$ cat config.mk
export PLATFORM = sky130hd
export DESIGN_NAME = mtbr_ctrl
export DESIGN_NICKNAME = d
export VERILOG_FILES = /design/src/design/mtbr_pkg.sv /design/src/design/mtbr_ctrl.sv
export SDC_FILE = /design/constraint.sdc
export NUM_CORES = 1
export LEC_CHECK = 0
export ABC_AREA = 1
export BUFFER_PORTS_ARGS = -buffer_cell sky130_fd_sc_hd__buf_4
export CAP_MARGIN = 20
export CORE_AREA = 3 3 40 42
export CTS_CLUSTER_DIAMETER = 100
export DETAILED_ROUTE_END_ITERATION = 10
export DIE_AREA = 0 0 43 45
export PLACE_DENSITY = 0.67
export REMOVE_ABC_BUFFERS = 1
export SETUP_SLACK_MARGIN = 0.1
export SLEW_MARGIN = 10
export SYNTH_ARGS = -nofsm -noshare
export SYNTH_HDL_FRONTEND = slang
export SYNTH_SLANG_ARGS = --single-unit
$ cat constraint.sdc
create_clock -name i_clk -period 2.19 [get_ports i_clk]
set_input_delay 0.3285 -clock i_clk [delete_from_list [all_inputs] [get_ports i_clk]]
set_output_delay 0.3285 -clock i_clk [all_outputs]
set_load 0.02 [all_outputs]
$ cat src/design/mtbr_pkg.sv
// ----------------------------------------------------------------------------
// mtbr_pkg
// Constants, types and helper functions of the bounded MT19937 generator.
// ----------------------------------------------------------------------------
`timescale 1ns / 1ps

package mtbr_pkg;

    localparam int unsigned MT_WORDS  = 624;
    localparam int unsigned MT_SHIFT  = 397;
    localparam int unsigned ADDR_W    = $clog2(MT_WORDS);
    localparam int unsigned DIV_STEPS = 32;
    localparam int unsigned DCNT_W    = $clog2(DIV_STEPS);

    localparam logic [31:0] MT_MATRIX  = 32'h9908_b0df;
    localparam logic [31:0] MT_HIGH    = 32'h8000_0000;
    localparam logic [31:0] MT_LOW     = 32'h7fff_ffff;
    localparam logic [31:0] MT_TEMP_B  = 32'h9d2c_5680;
    localparam logic [31:0] MT_TEMP_C  = 32'hefc6_0000;
    localparam logic [31:0] MT_MULT    = 32'd1812433253;
    localparam logic [31:0] MT_DEFSEED = 32'd5489;

    localparam logic [ADDR_W-1:0] LAST_ADDR = ADDR_W'(MT_WORDS - 1);
    localparam logic [ADDR_W-1:0] SHIFT_A   = ADDR_W'(MT_SHIFT);
    localparam logic [ADDR_W-1:0] WORDS_A   = ADDR_W'(MT_WORDS);
    localparam logic [DCNT_W-1:0] DCNT_LAST = DCNT_W'(DIV_STEPS - 1);

    typedef enum logic [3:0] {
        ST_LOAD,
        ST_SEED,
        ST_IDLE,
        ST_READ,
        ST_WRITE,
        ST_MUL,
        ST_CHECK,
        ST_DIV,
        ST_FIN
    } t_state;

    typedef struct packed {
        logic take;       // latch request word
        logic load;       // write seed into word 0
        logic seed_step;  // one init recurrence step
        logic rd;         // two-word twist read (not used by the datapath)
        logic wb;         // twist one word, write back, temper
        logic mul;        // x * range
        logic div_start;
        logic div_step;
        logic out_load;
    } t_dp_cmd;

    typedef struct packed {
        logic mode;
        logic seed_last;
        logic ge_range;   // low product half >= range
        logic lt_thr;     // low product half < threshold
        logic div_last;
        logic out_free;
    } t_dp_sts;

    function automatic logic [31:0] mt_mix(input logic [31:0] a, input logic [31:0] b,
                                           input logic [31:0] far);
        logic [31:0] y;
        y = (a & MT_HIGH) | (b & MT_LOW);
        return far ^ (y >> 1) ^ (y[0] ? MT_MATRIX : 32'd0);
    endfunction

    function automatic logic [31:0] mt_temper(input logic [31:0] x);
        logic [31:0] y;
        y = x ^ (x >> 11);
        y = y ^ ((y << 7) & MT_TEMP_B);
        y = y ^ ((y << 15) & MT_TEMP_C);
        y = y ^ (y >> 18);
        return y;
    endfunction

    function automatic logic [31:0] mt_seed_next(input logic [31:0] p,
                                                 input logic [ADDR_W-1:0] i);
        logic [31:0] m;
        m = MT_MULT * (p ^ (p >> 30));
        return m + 32'(i);
    endfunction

endpackage

$ cat src/design/mtbr_ctrl.sv
// ----------------------------------------------------------------------------
// mtbr_ctrl
// Sequencer: seeding, draw, bounded check, threshold division, result load.
// ----------------------------------------------------------------------------
`timescale 1ns / 1ps

module mtbr_ctrl (
    input  logic              i_clk,
    input  logic              i_rst_n,
    input  logic              i_cfg_wr,
    input  logic              i_in_valid,
    output logic              o_in_ready,
    input  mtbr_pkg::t_dp_sts i_sts,
    output mtbr_pkg::t_dp_cmd o_cmd
);
    import mtbr_pkg::*;

    t_state r_state;
    t_state n_state;
    logic   r_thr_ok;
    logic   n_thr_ok;

    always_ff @(posedge i_clk) begin
        if (!i_rst_n) begin
            r_state  <= ST_LOAD;
            r_thr_ok <= 1'b0;
        end else begin
            r_state  <= n_state;
            r_thr_ok <= n_thr_ok;
        end
    end

    // next state
    always_comb begin
        n_state  = r_state;
        n_thr_ok = r_thr_ok;
        unique case (r_state)
            ST_LOAD:  n_state = ST_SEED;
            ST_SEED: begin
                if (i_sts.seed_last) n_state = ST_IDLE;
            end
            ST_IDLE: begin
                if (i_in_valid) begin
                    n_state  = ST_READ;
                    n_thr_ok = 1'b0;
                end
            end
            ST_READ:  n_state = ST_WRITE;
            ST_WRITE: n_state = i_sts.mode ? ST_MUL : ST_FIN;
            ST_MUL:   n_state = ST_CHECK;
            ST_CHECK: begin
                priority if (i_sts.ge_range) n_state = ST_FIN;
                else if (!r_thr_ok)          n_state = ST_DIV;
                else if (i_sts.lt_thr)       n_state = ST_READ;
                else                         n_state = ST_FIN;
            end
            ST_DIV: begin
                if (i_sts.div_last) begin
                    n_state  = ST_CHECK;
                    n_thr_ok = 1'b1;
                end
            end
            ST_FIN: begin
                if (i_sts.out_free) n_state = ST_IDLE;
            end
            default:  n_state = ST_LOAD;
        endcase
        if (i_cfg_wr) begin
            n_state = ST_LOAD;
        end
    end

    // outputs
    always_comb begin
        o_cmd      = '0;
        o_in_ready = 1'b0;
        unique case (r_state)
            ST_LOAD:  o_cmd.load      = 1'b1;
            ST_SEED:  o_cmd.seed_step = 1'b1;
            ST_IDLE: begin
                o_in_ready = 1'b1;
                o_cmd.take = i_in_valid;
            end
            ST_READ:  o_cmd.rd        = 1'b1;
            ST_WRITE: o_cmd.wb        = 1'b1;
            ST_MUL:   o_cmd.mul       = 1'b1;
            ST_CHECK: o_cmd.div_start = !i_sts.ge_range && !r_thr_ok;
            ST_DIV:   o_cmd.div_step  = 1'b1;
            ST_FIN:   o_cmd.out_load  = i_sts.out_free;
            default:  o_cmd           = '0;
        endcase
    end

endmodule

== After elaboration in Yosys (flattened, before gate mapping) ==
Cells that the tools add are included.

* Output and inout port bits: 10
* Logic and storage cells: 45
* Flip-flop bits (word level): 5
* Input port bits: 10

* Equality and inequality tests: 12
* Muxes and demuxes: 22
* Reductions and logical operators: 8
* Bitwise operators: 1

{| class="wikitable"
|+ Operators with widths
! kind !! count
|-
| 4-bit case mux with 9 select lines || 1
|-
| 4-bit 2-to-1 mux || 8
|-
| 4-bit by 3-bit equality test with 1-bit output, second input constant || 4
|-
| 1-bit 2-to-1 mux || 12
|-
| 4-bit by 2-bit equality test with 1-bit output, second input constant || 2
|-
| 2-bit inequality test, second input constant || 4
|-
| 4-bit by 1-bit equality test with 1-bit output, second input constant || 1
|-
| 4-bit equality test, second input constant || 1
|-
| 4-bit zero test || 1
|-
| 4-bit AND reduction || 1
|-
| 3-bit AND reduction || 1
|-
| 1-bit zero test || 2
|-
| 1-bit case mux with 2 select lines || 1
|-
| 2-bit nonzero test || 1
|-
| 2-bit OR reduction || 1
|-
| 1-bit logical AND || 1
|-
| 1-bit inverter || 1
|}

== Longest topological paths before layout ==
* Depth after elaboration: 4
* Mapped depth: 8
* Depth with buffers taken out: 8

== Worst setup path after synthesis ==
OpenSTA, ideal clock, no wires.

* Path type: register to output
* Start: reg r_state[0]
* End: out o_cmd[8] (netlist name)
* Required time: 1.862 ns
* Setup slack: 0.838 ns
* Stages on the path, launching flop included: 6
* Buffers on the path: 0
* Arrival: 1.024 ns
* Cell sequence: dfxtp_1 > inv_2 > nand2_2 > nor2_2 > nand2_1 > inv_1

{| class="wikitable"
|+ RTL lines
! element !! RTL line !! text
|-
| from (decl) || mtbr_ctrl.sv:18 || <nowiki>t_state r_state;</nowiki>
|-
| from (signal assigned) || mtbr_ctrl.sv:28 || <nowiki>r_state <= n_state;</nowiki>
|-
| to (decl) || mtbr_ctrl.sv:14 || <nowiki>output mtbr_pkg::t_dp_cmd o_cmd</nowiki>
|}

==> results.toml <==
[layout]
fillers = 134
fin_util_pct = 48.8
layout_commonest_cell = "nand2_1"
final_cell_mix = "nand2_1, buf_4, nor2_1"
layout-drive-gt1-share_pct = 30.5
syn2layout_area_growth_pct = 40.3
fin_area_um2 = 627
fin_nets = 116
antennaDiodeCount = 0

[route]
drc = 0
ant_nets = 0
drt_iter0_drc = 16
num_vias = 532
drt_pass1_iterations = 4
drt_wl_total_mm = 1.09
routed_via_density = 4.43
wl_per_cell_um = 9.09

[outcome]
status = "finished clean"

[clocking]
postCtsHoldBufs = 0
cts_sinks = 5
clk_latency_ns = 0.24
cts_setup_buffers = 0
cts-root-buf = "clkbuf_4"
cts_tree = "done"
cts-resized-gates = 0
clockBufferDepth = 2
clk_pin_slew_ns = 0.05
cts-buffers-inserted = 3
h-tree-depth = 1

[synthesis]
synth.distinct_cells = 16
syn_area_um2 = 447
ys_seq_area_share_pct = 22.4
synthCells = 83
syn_area_per_cell_um2 = 5.38
ys_ff_latch = 5
ys_warn_count = 0

[grt]
grt_pass1_wl_mm = 1.85
grt_pass1_vias = 461
grt_max_degree = 6
grt_usage_pct = 12.6
overflow = 0
antenna_found_initial = 0

[floorplanning]
initial_core_util_pct = 34.8
dieWidth_um = 43
coreArea_um2 = 1280
die_h_um = 45
row_count = 13
die-area_um2 = 1940
ios = 20

[place]
place_congestion = 0.780
pre_cts_slack_ns = 0.849
dp.final_hpwl_um = 932
dpl_cell_area_um2 = 601
numPortBuffers = 19

[power]
p_switching_uw = 72.3
p_int_uw = 189
ir_worst_vdd_v = 0.000233
seq_power_share_pct = 36.9
power_uw = 261
p_leak_uw = 0.000374
powerDensity_nw_per_um2 = 417
switching_share_pct = 27.7
comb_power_share_pct = 22.3
clkPwrFrac_pct = 40.7

[worst_hold_path]
min_from = "i_rst_n"
hold_path_class = "in -> reg"

[sta]
relSlewSlack_pct = 84.6
fmax_mhz = 629
max_slew.worst_pin.slew_ns = 0.229
finalSetupViolCount = 0
grt_setup_unrepaired = "false"
period_share_pct = 72.6
tns_ns = 0
finalClockSkew_ns = 0.00677
finalMaxSlewViolations = 0
finalHoldViolations = 0
setup_ws_ns = 0.601
period_needed_ns = 1.59

[critical_path]
critPathMaxStageDelay_ns = 0.34
arrival_ns = 1.26
cp_slowest_cell = "dfxtp_1"
critPathKind = "reg -> out"
critical-path-top-delay-family = "simple AND/OR/NAND/NOR gates"
r2r-start = "r_state[0]"
end_kind = "output pin"
cp-start-kind = "flip-flop"
cp_cell_sequence = "inv_2 > nand2_2 > nor2_2 > nand2_1 > inv_1 > buf_4"
critPathRequiredTime_ns = 1.86
worstPathMaxFanout = 5
path_buf_inv = 3
crit_path_start = "r_state[0]"

[flow_run]
cap_violations = 0
==> synth_stat cells <==
library cell,instances,area (um^2)
nand3_1,6,30.0
dfxtp_1,5,100
nor2_1,18,67.6
nand2_4,1,11.3
a21oi_1,3,15.0
nand2_1,20,75.1
o211ai_1,1,7.51
inv_1,17,63.8
nor3_1,1,5.00
nor2_2,2,12.5
nand3b_1,1,7.51
a21oi_2,1,8.76
nand2_2,2,12.5
nor2_4,1,11.3
inv_2,3,11.3
buf_4,1,7.51
==> worst register-to-register path: cells and delay by family (launching register included) <==
kind	cells	cell delay (ns)
and+or+nand+nor	5	0.49
AOI/OAI and AO/OA	1	0.10
buffers and inverters	1	0.13
DFF	1	0.34
==> state kept, by name, indices dropped and copies added, names as in the netlist <==
name and cells:
r_thr_ok 1, r_state 4
==> stage by stage <==
stage               cells  hold WS (ns)
global placement      116         0.481
detailed placement    116         0.483
finish                120         0.342
global route          120         0.347
CTS                   120         0.334
floorplan              82         0.449
==> power by group through the flow <==
stage	clock, uW	combinational (uW)	sequential, uW
2_1_floorplan	0	33.9	97.7
3_5_place_dp	0	58.6	98.2
3_3_place_gp	0	58.1	98.2
6_report	106	58.4	96.5
4_1_cts	113	58.7	96.4
5_1_grt	118	65.4	96.7
==> layer usage <==
| metal | GRT usage (%) | vias up | wire length (um) |
|---|---|---|---|
| met2 | 22.2 | 17 | 522 |
| met3 | 5.18 | 0 | 78 |
| met4 | 1.81 | 0 | 0 |
| li1 | - | 288 | - |
| met1 | 14.8 | 227 | 490 |
| met5 | 0 | - | 0 |
==> logic make-up after synthesis <==
kind of cell           Yosys count  synth area share, %
and+or+nand+nor                 52                 52.1
buffers and inverters           21                 18.5
DFF                              5                 22.4
AOI/OAI and AO/OA                5                 7.00
==> worst paths after layout <==
path	end	slack, ns	cells after the start
worst max-delay path	o_cmd[8]	0.60	6
worst min register to register	r_thr_ok	0.49	2
worst min-delay path	r_thr_ok	0.34	3
worst max register to register	r_state[1]	1.06	7
==> layout make-up <==
cell class / count / area, um^2 / area share (%)
Sequential cell: 5 / 100 / 16.0
Tap cell: 15 / 18.8 / 2.99
Inverter: 20 / 75.1 / 12.0
Clock buffer: 4 / 26.3 / 4.19
Timing Repair Buffer: 19 / 143 / 22.8
Multi-Input combinational cell: 57 / 264 / 42.1
(Power assumes the default switching activity.)
